[config.mk]
export PLATFORM = sky130hd
export DESIGN_NAME = adsr_envelope_generator_flat
export DESIGN_NICKNAME = d
export VERILOG_FILES = /design/src/rtl/adsr_pkg.sv /design/src/rtl/adsr_if.sv /design/src/rtl/adsr_envelope_generator.sv /design/src/flat_wrapper.sv
export SDC_FILE = /design/constraint.sdc
export NUM_CORES = 1
export LEC_CHECK = 0
export BUFFER_PORTS_ARGS = -buffer_cell sky130_fd_sc_hd__buf_2
export CAP_MARGIN = 20
export CORE_UTILIZATION = 49
export CTS_CLUSTER_SIZE = 25
export DETAILED_ROUTE_END_ITERATION = 16
export PLACE_DENSITY = 0.71
export SLEW_MARGIN = 25
export SYNTH_ARGS = -nofsm -noshare
export SYNTH_HDL_FRONTEND = slang
export SYNTH_SLANG_ARGS = --single-unit
[constraint.sdc]
create_clock -name clk_i -period 6.4 [get_ports clk_i]
set_input_delay 1.28 -clock clk_i [delete_from_list [all_inputs] [get_ports clk_i]]
set_output_delay 1.28 -clock clk_i [all_outputs]
set_load 0.005 [all_outputs]
[src/rtl/adsr_pkg.sv]
package adsr_pkg;

  // field widths
  localparam int unsigned OP_W     = 2;
  localparam int unsigned DELTA_W  = 16;
  localparam int unsigned LEVEL_W  = 8;
  localparam int unsigned PHASE_W  = 3;
  localparam int unsigned TIME_W   = 32;
  localparam int unsigned PADDR_W  = 4;
  localparam int unsigned PDATA_W  = 32;

  localparam logic [LEVEL_W-1:0] LVL_PEAK = 8'hFF;

  typedef enum logic [OP_W-1:0] {
    OP_TICK     = 2'd0,
    OP_GATE_ON  = 2'd1,
    OP_GATE_OFF = 2'd2,
    OP_RESET    = 2'd3
  } op_e;

  typedef enum logic [PHASE_W-1:0] {
    PH_IDLE    = 3'd0,
    PH_ATTACK  = 3'd1,
    PH_DECAY   = 3'd2,
    PH_SUSTAIN = 3'd3,
    PH_RELEASE = 3'd4
  } phase_e;

  typedef enum logic [1:0] {
    REG_ATTACK  = 2'd0,
    REG_DECAY   = 2'd1,
    REG_SUSTAIN = 2'd2,
    REG_RELEASE = 2'd3
  } cfg_reg_e;

  // sequencer, one-hot
  typedef enum logic [5:0] {
    S_IDLE = 6'b000001,
    S_ELAP = 6'b000010,
    S_MUL  = 6'b000100,
    S_DIV  = 6'b001000,
    S_FIN  = 6'b010000,
    S_OUT  = 6'b100000
  } seq_e;

endpackage

[src/rtl/adsr_if.sv]
interface adsr_in_if;
  import adsr_pkg::*;

  logic               valid;
  logic               ready;
  logic [OP_W-1:0]    op;
  logic [DELTA_W-1:0] delta_time;

  modport source (output valid, output op, output delta_time, input ready);
  modport sink (input valid, input op, input delta_time, output ready);
endinterface

interface adsr_out_if;
  import adsr_pkg::*;

  logic               valid;
  logic               ready;
  logic [LEVEL_W-1:0] level;
  logic [PHASE_W-1:0] phase;

  modport source (output valid, output level, output phase, input ready);
  modport sink (input valid, input level, input phase, output ready);
endinterface

[src/rtl/adsr_envelope_generator.sv]
// Linear ADSR envelope generator. Each request on in_i carries an op (tick, gate on, gate off,
// reset to idle) and a millisecond delta used only by ticks; each request yields exactly one
// result on out_o with the envelope level (0..255) and phase (0 idle, 1 attack, 2 decay,
// 3 sustain, 4 release) after it. A tick adds its delta to a wrapping 32-bit millisecond clock
// and steps the phase; inside a ramp the level moves by floor(elapsed*range/time) from its start, exact to the bit.
// One request is in flight at a time and in_i.ready is high only while the sequencer is idle.
// A tick that lands inside a ramp walks the sequencer in order: the accepting cycle does the
// clock add, S_ELAP the elapsed-time subtract and end-of-phase compare, S_MUL an MSB-first
// shift-and-add multiply of elapsed by the range, S_DIV a restoring divide by the phase time
// (one quotient bit a cycle), S_FIN forms the level and S_OUT loads the output register; only
// then can the next request be accepted. A tick that ends or holds a phase skips S_MUL, S_DIV
// and S_FIN, and any other request goes straight to S_OUT. The result register keeps its value
// until taken, and the next request is accepted while it waits; only its own load waits for
// the register to free up. Timing registers are written over the APB port at byte offsets 0
// (attack), 4 (decay), 8 (sustain) and 12 (release); the user must write them only while idle,
// and the block itself does not enforce it.
module adsr_envelope_generator (
  input  logic                         clk_i,
  input  logic                         rst_ni,
  adsr_in_if.sink                      in_i,
  adsr_out_if.source                   out_o,
  input  logic                         psel,
  input  logic                         penable,
  input  logic                         pwrite,
  input  logic [adsr_pkg::PADDR_W-1:0] paddr,
  input  logic [adsr_pkg::PDATA_W-1:0] pwdata,
  output logic [adsr_pkg::PDATA_W-1:0] prdata,
  output logic                         pready
);
  import adsr_pkg::*;

  // configuration
  logic [DELTA_W-1:0] attack_time_q, decay_time_q, release_time_q;
  logic [LEVEL_W-1:0] sustain_level_q;
  logic               cfg_wr;
  cfg_reg_e           cfg_idx;

  // envelope state
  seq_e               seq_q, seq_d;
  logic [TIME_W-1:0]  time_now_q, time_now_d;
  logic [TIME_W-1:0]  phase_start_q, phase_start_d;
  phase_e             phase_q, phase_d;
  logic [LEVEL_W-1:0] level_q, level_d;
  logic [LEVEL_W-1:0] rel_level_q, rel_level_d;

  // serial multiply / divide datapath
  logic [DELTA_W-1:0]         span_q, span_d;
  logic [DELTA_W-1:0]         mcand_q, mcand_d;
  logic [LEVEL_W-1:0]         mplr_q, mplr_d;
  logic [DELTA_W+LEVEL_W-1:0] acc_q, acc_d;
  logic [2:0]                 cnt_q, cnt_d;

  // result register
  logic               out_valid_q, out_valid_d;
  logic [LEVEL_W-1:0] out_level_q;
  phase_e             out_phase_q;
  logic               out_load;

  logic [TIME_W-1:0]  elapsed;
  logic [DELTA_W-1:0] span_sel;
  logic               ramp_done;
  logic [DELTA_W:0]   trial;
  logic [DELTA_W:0]   diff;
  logic               fits;
  logic [LEVEL_W-1:0] quo;

  // ---------------------------------------------------------------------------
  // apb register file
  // ---------------------------------------------------------------------------
  assign pready  = 1'b1;
  assign cfg_wr  = psel && penable && pwrite;
  assign cfg_idx = cfg_reg_e'(paddr[3:2]);

  always_comb begin
    case (cfg_idx)
      REG_ATTACK:  prdata = {{(PDATA_W-DELTA_W){1'b0}}, attack_time_q};
      REG_DECAY:   prdata = {{(PDATA_W-DELTA_W){1'b0}}, decay_time_q};
      REG_SUSTAIN: prdata = {{(PDATA_W-LEVEL_W){1'b0}}, sustain_level_q};
      REG_RELEASE: prdata = {{(PDATA_W-DELTA_W){1'b0}}, release_time_q};
      default:     prdata = '0;
    endcase
  end

  always_ff @(posedge clk_i or negedge rst_ni) begin
    if (!rst_ni) begin
      attack_time_q   <= '0;
      decay_time_q    <= '0;
      sustain_level_q <= '0;
      release_time_q  <= '0;
    end else if (cfg_wr) begin
      case (cfg_idx)
        REG_ATTACK:  attack_time_q   <= pwdata[DELTA_W-1:0];
        REG_DECAY:   decay_time_q    <= pwdata[DELTA_W-1:0];
        REG_SUSTAIN: sustain_level_q <= pwdata[LEVEL_W-1:0];
        REG_RELEASE: release_time_q  <= pwdata[DELTA_W-1:0];
        default: ;
      endcase
    end
  end

  // ---------------------------------------------------------------------------
  // phase timing
  // ---------------------------------------------------------------------------
  // elapsed wraps modulo 2^32 just like the clock itself
  assign elapsed = time_now_q - phase_start_q;

  always_comb begin
    case (phase_q)
      PH_ATTACK: span_sel = attack_time_q;
      PH_DECAY:  span_sel = decay_time_q;
      default:   span_sel = release_time_q;
    endcase
  end

  // zero time, or elapsed at or past the limit, ends the phase
  assign ramp_done = (span_sel == '0) || (|elapsed[TIME_W-1:DELTA_W]) ||
                     (elapsed[DELTA_W-1:0] >= span_sel);

  // restoring divide step: remainder lives in the top of acc, dividend bits
  // leave at bit 7 while quotient bits enter at bit 0
  assign trial = {acc_q[DELTA_W+LEVEL_W-1:LEVEL_W], acc_q[LEVEL_W-1]};
  assign diff  = trial - {1'b0, span_q};
  assign fits  = (trial >= {1'b0, span_q});
  assign quo   = acc_q[LEVEL_W-1:0];

  // ---------------------------------------------------------------------------
  // sequencer
  // ---------------------------------------------------------------------------
  assign in_i.ready = (seq_q == S_IDLE);
  assign out_load   = (seq_q == S_OUT) && (!out_valid_q || out_o.ready);

  always_comb begin
    seq_d         = seq_q;
    time_now_d    = time_now_q;
    phase_start_d = phase_start_q;
    phase_d       = phase_q;
    level_d       = level_q;
    rel_level_d   = rel_level_q;
    span_d        = span_q;
    mcand_d       = mcand_q;
    mplr_d        = mplr_q;
    acc_d         = acc_q;
    cnt_d         = cnt_q;

    case (seq_q)
      S_IDLE: begin
        if (in_i.valid) begin
          seq_d = S_OUT;
          case (op_e'(in_i.op))
            OP_TICK: begin
              time_now_d = time_now_q + {{(TIME_W-DELTA_W){1'b0}}, in_i.delta_time};
              seq_d      = S_ELAP;
            end
            OP_GATE_ON: begin
              phase_d       = PH_ATTACK;
              phase_start_d = time_now_q;
            end
            OP_GATE_OFF: begin
              // ignored while idle or already releasing
              if (phase_q != PH_IDLE && phase_q != PH_RELEASE) begin
                rel_level_d   = level_q;
                phase_d       = PH_RELEASE;
                phase_start_d = time_now_q;
              end
            end
            default: begin
              phase_d = PH_IDLE;
              level_d = '0;
            end
          endcase
        end
      end

      S_ELAP: begin
        seq_d   = S_OUT;
        span_d  = span_sel;
        mcand_d = elapsed[DELTA_W-1:0];
        acc_d   = '0;
        cnt_d   = '0;
        case (phase_q)
          PH_ATTACK: begin
            if (ramp_done) begin
              level_d       = LVL_PEAK;
              phase_d       = PH_DECAY;
              phase_start_d = time_now_q;
            end else begin
              mplr_d = LVL_PEAK;
              seq_d  = S_MUL;
            end
          end
          PH_DECAY: begin
            if (ramp_done) begin
              level_d       = sustain_level_q;
              phase_d       = PH_SUSTAIN;
              phase_start_d = time_now_q;
            end else begin
              mplr_d = LVL_PEAK - sustain_level_q;
              seq_d  = S_MUL;
            end
          end
          PH_SUSTAIN: begin
            level_d = sustain_level_q;
          end
          PH_RELEASE: begin
            if (ramp_done) begin
              level_d = '0;
              phase_d = PH_IDLE;
            end else begin
              mplr_d = rel_level_q;
              seq_d  = S_MUL;
            end
          end
          default: begin
            level_d = '0;
            phase_d = PH_IDLE;
          end
        endcase
      end

      S_MUL: begin
        // msb-first shift and add, one multiplier bit a cycle
        acc_d  = {acc_q[DELTA_W+LEVEL_W-2:0], 1'b0} +
                 {{LEVEL_W{1'b0}}, (mplr_q[LEVEL_W-1] ? mcand_q : '0)};
        mplr_d = {mplr_q[LEVEL_W-2:0], 1'b0};
        cnt_d  = cnt_q + 3'd1;
        if (cnt_q == 3'd7) begin
          seq_d = S_DIV;
        end
      end

      S_DIV: begin
        acc_d = {(fits ? diff[DELTA_W-1:0] : trial[DELTA_W-1:0]),
                 acc_q[LEVEL_W-2:0], fits};
        cnt_d = cnt_q + 3'd1;
        if (cnt_q == 3'd7) begin
          seq_d = S_FIN;
        end
      end

      S_FIN: begin
        seq_d = S_OUT;
        case (phase_q)
          PH_ATTACK:  level_d = quo;
          PH_DECAY:   level_d = LVL_PEAK - quo;
          PH_RELEASE: level_d = rel_level_q - quo;
          default:    level_d = level_q;
        endcase
      end

      S_OUT: begin
        if (out_load) begin
          seq_d = S_IDLE;
        end
      end

      default: seq_d = S_IDLE;
    endcase
  end

  always_ff @(posedge clk_i or negedge rst_ni) begin
    if (!rst_ni) begin
      seq_q         <= S_IDLE;
      time_now_q    <= '0;
      phase_start_q <= '0;
      phase_q       <= PH_IDLE;
      level_q       <= '0;
      rel_level_q   <= '0;
    end else begin
      seq_q         <= seq_d;
      time_now_q    <= time_now_d;
      phase_start_q <= phase_start_d;
      phase_q       <= phase_d;
      level_q       <= level_d;
      rel_level_q   <= rel_level_d;
    end
  end

  always_ff @(posedge clk_i) begin
    span_q  <= span_d;
    mcand_q <= mcand_d;
    mplr_q  <= mplr_d;
    acc_q   <= acc_d;
    cnt_q   <= cnt_d;
  end

  // ---------------------------------------------------------------------------
  // result register
  // ---------------------------------------------------------------------------
  always_comb begin
    out_valid_d = out_valid_q;
    if (out_load) begin
      out_valid_d = 1'b1;
    end else if (out_o.ready) begin
      out_valid_d = 1'b0;
    end
  end

  always_ff @(posedge clk_i or negedge rst_ni) begin
    if (!rst_ni) begin
      out_valid_q <= 1'b0;
    end else begin
      out_valid_q <= out_valid_d;
    end
  end

  always_ff @(posedge clk_i) begin
    if (out_load) begin
      out_level_q <= level_q;
      out_phase_q <= phase_q;
    end
  end

  assign out_o.valid = out_valid_q;
  assign out_o.level = out_level_q;
  assign out_o.phase = out_phase_q;

  // ---------------------------------------------------------------------------
  // assertions
  // ---------------------------------------------------------------------------
  // one request in flight: acceptance drops ready on the next cycle
  a_one_in_flight: assert property (@(posedge clk_i) disable iff (!rst_ni)
    in_i.valid && in_i.ready |=> !in_i.ready)
    else $error("request accepted while another is in flight");

  // the divide remainder always stays below the phase time
  a_rem_below_span: assert property (@(posedge clk_i) disable iff (!rst_ni)
    seq_q == S_DIV |-> acc_q[DELTA_W+LEVEL_W-1:LEVEL_W] < span_q)
    else $error("divide remainder not below divisor");

  // a fresh result only ever comes out of the output-load step
  a_result_source: assert property (@(posedge clk_i) disable iff (!rst_ni)
    $rose(out_o.valid) |-> $past(seq_q == S_OUT))
    else $error("result raised outside the output step");

  // a waiting result is not overwritten before it is taken
  a_result_held: assert property (@(posedge clk_i) disable iff (!rst_ni)
    out_o.valid && !out_o.ready |=> $stable(out_level_q) && $stable(out_phase_q))
    else $error("pending result overwritten");

endmodule

[src/flat_wrapper.sv]
// flat-port wrapper written by rule: the top's interface ports become plain ports
module adsr_envelope_generator_flat import adsr_pkg::*;
  (clk_i, rst_ni, psel, penable, pwrite, paddr, pwdata, prdata, pready, in_i_valid, in_i_op, in_i_delta_time, in_i_ready, out_o_valid, out_o_level, out_o_phase, out_o_ready);
  adsr_in_if in_i_i ();
  adsr_out_if out_o_i ();
  input  logic clk_i;
  input  logic rst_ni;
  input  logic psel;
  input  logic penable;
  input  logic pwrite;
  input  logic [adsr_pkg::PADDR_W-1:0] paddr;
  input  logic [adsr_pkg::PDATA_W-1:0] pwdata;
  output logic [adsr_pkg::PDATA_W-1:0] prdata;
  output logic pready;
  input wire logic [$bits(in_i_i.valid)-1:0] in_i_valid;
  input wire logic [$bits(in_i_i.op)-1:0] in_i_op;
  input wire logic [$bits(in_i_i.delta_time)-1:0] in_i_delta_time;
  output wire logic [$bits(in_i_i.ready)-1:0] in_i_ready;
  output wire logic [$bits(out_o_i.valid)-1:0] out_o_valid;
  output wire logic [$bits(out_o_i.level)-1:0] out_o_level;
  output wire logic [$bits(out_o_i.phase)-1:0] out_o_phase;
  input wire logic [$bits(out_o_i.ready)-1:0] out_o_ready;
  assign in_i_i.valid = in_i_valid;
  assign in_i_i.op = in_i_op;
  assign in_i_i.delta_time = in_i_delta_time;
  assign in_i_ready = in_i_i.ready;
  assign out_o_valid = out_o_i.valid;
  assign out_o_level = out_o_i.level;
  assign out_o_phase = out_o_i.phase;
  assign out_o_i.ready = out_o_ready;
  adsr_envelope_generator u_core (.clk_i(clk_i), .rst_ni(rst_ni), .in_i(in_i_i), .out_o(out_o_i), .psel(psel), .penable(penable), .pwrite(pwrite), .paddr(paddr), .pwdata(pwdata), .prdata(prdata), .pready(pready));
endmodule
; After elaboration in Yosys (flattened, before gate mapping)
; Index checks and enable logic that the tools add are counted.
; W data, S select, Z words.
[word_totals]
register_bits = 224
inputBits = 61
output_inout_bits = 46
word_cells = 141
[classes]
addsub = 8
n_lt_le_gt_ge = 2
n_eq_ne = 36
muxes = 43
reduce_logical = 34
[op_table]
columns = cell, n
row1 = $mux W32, 4
row2 = $pmux W32 S2, 2
row3 = $pmux W32 S4, 1
row4 = $pmux W24 S3, 1
row5 = $pmux W8 S3, 3
row6 = $mux W8, 8
row7 = $mux W6, 7
row8 = $pmux W6 S6, 1
row9 = $add A32 B16 Y32, 1
row10 = $mux W16, 2
row11 = $pmux W16 S2, 1
row12 = $pmux W8 S4, 1
row13 = $sub A32 B32 Y32, 1
row14 = $add A24 B16 Y24, 1
row15 = $ge A17 B16 Y1, 1
row16 = $ge A16 B16 Y1, 1
row17 = $logic_not A16 Y1, 1
row18 = $pmux W8 S2, 1
row19 = $reduce_or A16 Y1, 1
row20 = $sub A16 B16 Y16, 1
row21 = $sub A8 B8 Y8 const A, 2
row22 = $mux W3, 5
row23 = $ne A3 B2 Y1 const B, 4
row24 = $ne A3 B3 Y1 const B, 4
row25 = other kinds (36), 68

; Depth between registers and ports, before layout
[depth]
ltp_word = 8
mapped_depth = 24
ltp_nobuf = 22

; Least setup slack after synthesis
; No wires, ideal clock.
[synth_timing]
path_type = reg-to-reg
from = register u_core.time_now_q[0]
to = register u_core.mplr_q[0] (enable)
setup_time_ns = 0.329
t_arrival_ns = 4.442
path_slack_ns = 1.629
stages_incl_launch_ff = 23
n_path_buf = 1
period_less_slack_ns = 4.771
cell_sequence = dfrtp_1 -> inv_1 -> ha_1 -> inv_1 -> fa_1 -> a211oi_1 -> nor2_1 -> o21a_1 -> nor2_1 -> o21bai_1 -> a21oi_1 -> xnor2_1 -> ha_1 -> and4_1 -> a221oi_1 -> o21ai_0 -> or4_1 -> a211oi_1 -> and4_1 -> nand4_2 -> or3b_4 -> buf_6 -> nand2_1
[synth_via]
elab_cells_between_ends = 9
cone_classes = 1 x add/sub / 1 x order compare / 3 x eq/ne / 4 x reduce/logical
[synth_rtl]
columns = element, line
row1 = "start, declared", adsr_envelope_generator.sv:40  ; logic [TIME_W-1:0] time_now_q, time_now_d;
row2 = "start signal, assigned", adsr_envelope_generator.sv:270  ; time_now_q <= time_now_d;
row3 = $sub A32 B32 Y32 (*), adsr_envelope_generator.sv:105  ; assign elapsed = time_now_q - phase_start_q;
row4 = net u_core.elapsed[8], adsr_envelope_generator.sv:59  ; logic [TIME_W-1:0] elapsed;
row5 = $ge A16 B16 Y1 (*), adsr_envelope_generator.sv:117  ; (elapsed[DELTA_W-1:0] >= span_sel);
row6 = $logic_or A1 B1 Y1 (*), adsr_envelope_generator.sv:116  ; assign ramp_done = (span_sel == '0) || (|elapsed[TIME_W-1:DELTA_W]) ||
row7 = $ne A3 B3 Y1 (no source line), -
row8 = $reduce_and A5 Y1 (no source line) (*), -
row9 = "end signal, assigned", adsr_envelope_generator.sv:281  ; mplr_q <= mplr_d;
row10 = "end, declared", adsr_envelope_generator.sv:49  ; logic [LEVEL_W-1:0] mplr_q, mplr_d;
; The timed path passes the listed nets; every way through them passes the cells marked *.
; A chain may end at the register's enable or synchronous reset.

; Worst setup path in the final report
[layout_timing]
from = register u_core.time_now_q[1]
to = register u_core.mplr_q[1] (enable)
; The elaborated chain is that of the path after synthesis.

==> impl_metrics.toml <==
[run_status]
status = "completed"

[cells_and_area]
area_growth_pct = 9.797
final_common_cell = "nand2_1"
seq_area_sq_um = 5997
post-route-util_pct = 54.78
final_cell_mix = "nand2_1, dfrtp_1, o21ai_0"
drive_gt1_share_pct = 12.54
fillers = 2943
multi_input_area_sq_um = 9472
antennaDiodeCount = 0
fin_nets = 2034

[place]
port_buffers = 71
globalplace.congestion = 0.9407
hpwlAfterDp_microns = 30270

[detailed_routing]
ant_nets = 0
routedWlPerCell_microns = 18.06
via_per_inst = 5.985
drt_iter0_drc = 972
vias = 13910
first_pass_iters = 5
drc = 0
routed_wl_microns = 41970

[clocking]
cts-root-buf = "clkbuf_16"
numCtsBuffers = 27
post-cts-setup-buffer-count = 0
h-tree-depth = 1
postCtsResizedCells = 0
clockBufferDepth = 3
clk_pin_slew_ns = 0.06
tritoncts = "done"
holdBufCountCts = 0
clock-sinks = 224
clk_latency_ns = 0.55

[critical_path]
slowest_delay_ns = 0.49
regToRegSetupSlack_ns = 1.01
worstPathRequired_ns = 6.60
critPathCapture = "u_core.mplr_q[1]$_DFFE_PP_"
rr_worst_depth = 18
crit_type = "reg2reg"
setup.worst_path.start_class = "flip-flop"
reg2reg_from = "u_core.time_now_q[1]$_DFFE_PN0P_"
cp_cell_sequence = "ha_1 -> nor2b_1 -> o31a_1 -> o41a_1 -> o21ai_0 -> nand2b_1 -> a21oi_1 -> xnor2_1 -> ha_1 -> and4_1 -> a221oi_1 -> o21ai_0 -> or4_1 -> a211oi_1 -> and4_1 -> nand4_4 -> or3b_4 -> nand2_1"
timing.rr.end = "u_core.mplr_q[1]$_DFFE_PP_"
critPathArrivalTime_ns = 5.59
cp_max_fo = 12
critPathLaunch = "u_core.time_now_q[1]$_DFFE_PN0P_"
cpMaxStageDelayCell = "dfrtp_1"
cp-end-kind = "flip-flop"

[global_route]
grt_overflow = 0
grt_pass1_vias = 13190
grt_usage_pct = 24.93
grt_max_degree = 86
antenna_found_initial = 1
grt_pass1_wl_microns = 67990

[power]
p_int_mw = 4.501
peakVddDrop_uv = 399.9
power_density_nw_per_um2 = 454.0
seqPwrFrac_pct = 27.9
p_sw_mw = 3.590
power_leakage_nw = 7.690
clockPowerShare_pct = 18.4
combPwrFrac_pct = 53.6
p_sw_share_pct = 44.37

[logic_synthesis]
ys_types = 76
ys_seq_area_share_pct = 36.95
ys_seq_elements = 224
syn_avg_cell_area_sq_um = 8.865
syn_area_sq_um = 16230
syn_inst = 1831
async_reset_ff_share_pct = 65.18
synth_edf_count = 78
synth-warning-count = 0
synth_flop_cell = "dfrtp_1"

[sta]
final.setup.tns_ns = 0
hold_viol_final = 0
setup_violations = 0
fin_skew_ns = 0.02184
slew_viol_final = 0
relSlewSlack_pct = 38.38
max_freq_mhz = 185.4
period_share_pct = 84.26
worst_pin_slew_ns = 0.9209
period_needed_ns = 5.392
grt_setup_unrepaired = "no"

[floorplan]
die_h_microns = 184.0
num_io_pins = 107
start_util_pct = 49.89
rows = 66
design.core.area_sq_um = 32540
die_area_sq_um = 33860
die_width_microns = 184.0

[hold_path]
holdPathStages = 2
hp-class = "reg2reg"
worstHoldStart = "u_core.phase_start_q[25]$_DFFE_PN0P_"

[job]
maxCapViolations = 0
critical path, delay by kind of cell (launching register included):
family	cells	cell delay, ns
simple gates	8	2.04
compound gates	7	1.69
fa+ha+maj	2	0.63
flops	1	0.49
xor+xnor	1	0.20
per-stage QoR:
stage | cells | power, mW | cell area [sq um] | setup WS, ns | hold WS, ns
floorplan | 1846 | 5.381 | 16290 | 1.629 | 0.4231
global placement | 2274 | 6.401 | 16950 | 1.158 | 0.4826
detailed placement | 2274 | 6.554 | 16960 | 1.061 | 0.4924
CTS | 2324 | 8.068 | 17810 | 1.032 | 0.5065
global route | 2324 | 8.731 | 17820 | 0.5381 | 0.5271
finish | 2324 | 8.091 | 17820 | 1.008 | 0.5017
per-layer routing:
metal  up-vias  global-route usage (%)  part of all wire [%]
met4         2                   9.633                   3.5
met3        84                   3.645                   6.5
met1      6698                   32.95                    43
met5         -                       0                 0.045
met2       433                   41.15                    47
li1       6692                       -                     -
registers in the layout (all words and copies together) (netlist names), 3 cells and up:
register	count
u_core.seq_q	6
u_core.out_o.phase	3
u_core.cnt_q	3
u_core.time_now_q	32
u_core.out_o.level	8
u_core.release_time_q	16
u_core.rel_level_q	8
u_core.acc_q	24
u_core.phase_q	3
u_core.mcand_q	16
u_core.mplr_q	8
u_core.level_q	8
u_core.sustain_level_q	8
u_core.decay_time_q	16
u_core.span_q	16
u_core.phase_start_q	32
u_core.attack_time_q	16
cells in the mapped netlist (all sizes together), types with 5 or more instances:
| cell | n | area share (%) |
|---|---|---|
| mux4 | 8 | 1.1 |
| a22o | 5 | 0.27 |
| o21a | 21 | 0.97 |
| buf | 27 | 1.1 |
| nand3 | 88 | 2.7 |
| xor2 | 27 | 1.5 |
| ha | 107 | 8.2 |
| nand2b | 44 | 1.7 |
| o2111ai | 6 | 0.32 |
| o21bai | 9 | 0.42 |
| a21o | 28 | 1.3 |
| a21boi | 8 | 0.37 |
| o221ai | 17 | 0.92 |
| o31ai | 6 | 0.28 |
| and4 | 7 | 0.38 |
| mux2 | 66 | 4.6 |
| nor2b | 26 | 1.0 |
| nor4 | 10 | 0.39 |
| mux2i | 13 | 0.80 |
| a2bb2oi | 11 | 0.59 |
| nand2 | 181 | 4.2 |
| nor2 | 133 | 3.1 |
| a21oi | 97 | 3.0 |
| and2 | 29 | 1.1 |
| xnor2 | 46 | 2.5 |
| o22ai | 29 | 1.1 |
| nor3 | 34 | 1.0 |
| a221oi | 6 | 0.32 |
| a31oi | 37 | 1.4 |
| o211ai | 12 | 0.56 |
| o21ai | 143 | 4.4 |
| a211oi | 24 | 1.2 |
| a211o | 5 | 0.27 |
| nand3b | 6 | 0.28 |
| and3 | 14 | 0.54 |
| dfrtp | 145 | 22 |
| nand4 | 14 | 0.58 |
| or2 | 7 | 0.27 |
| clkbuf | 83 | 1.9 |
| inv | 107 | 2.5 |
| edfxtp | 78 | 14 |
| fa | 5 | 0.62 |
| a41oi | 11 | 0.59 |
cell type report:
type,instances,area share [%]
multi-input cells,1405,53.15
flip-flops and latches,224,33.65
clock buffers,38,4.079
well taps,442,3.103
repair buffers,96,3.082
inverters,107,2.254
clock inverters,12,0.6880
kinds of logic (layout without fill, tap and decap cells):
| group | count (synthesis) | in the layout | share of synthesized area, % |
|---|---|---|---|
| compound gates | 508 | 508 | 20.23 |
| xor+xnor | 73 | 73 | 3.939 |
| fa+ha+maj | 112 | 112 | 8.865 |
| buf+inv | 217 | 253 | 5.481 |
| flops | 224 | 224 | 36.95 |
| mux | 87 | 87 | 6.490 |
| other cells | 2 | 17 | 0.04627 |
| simple gates | 608 | 608 | 18.00 |
power groups by stage:
stage	Combinational [mW]	Clock, mW	Sequential, mW
2_1_floorplan	3.25	0	2.13
3_3_place_gp	4.15	0	2.25
3_5_place_dp	4.28	0	2.27
4_1_cts	4.30	1.52	2.25
5_1_grt	4.86	1.57	2.30
6_report	4.34	1.49	2.26
worst min path at each step:
stage	end	slack (ns)
after global placement	u_core.phase_start_q[12]$_DFFE_PN0P_	0.48
final	u_core.phase_start_q[25]$_DFFE_PN0P_	0.50
after global routing	u_core.out_o.level[3]$_DFFE_PP_	0.53
after detailed placement	u_core.phase_start_q[25]$_DFFE_PN0P_	0.49
after CTS	u_core.phase_start_q[25]$_DFFE_PN0P_	0.51
after floorplan	u_core.out_o.phase[0]$_DFFE_PP_	0.42
Note: power is estimated with default switching activity, not from simulation.
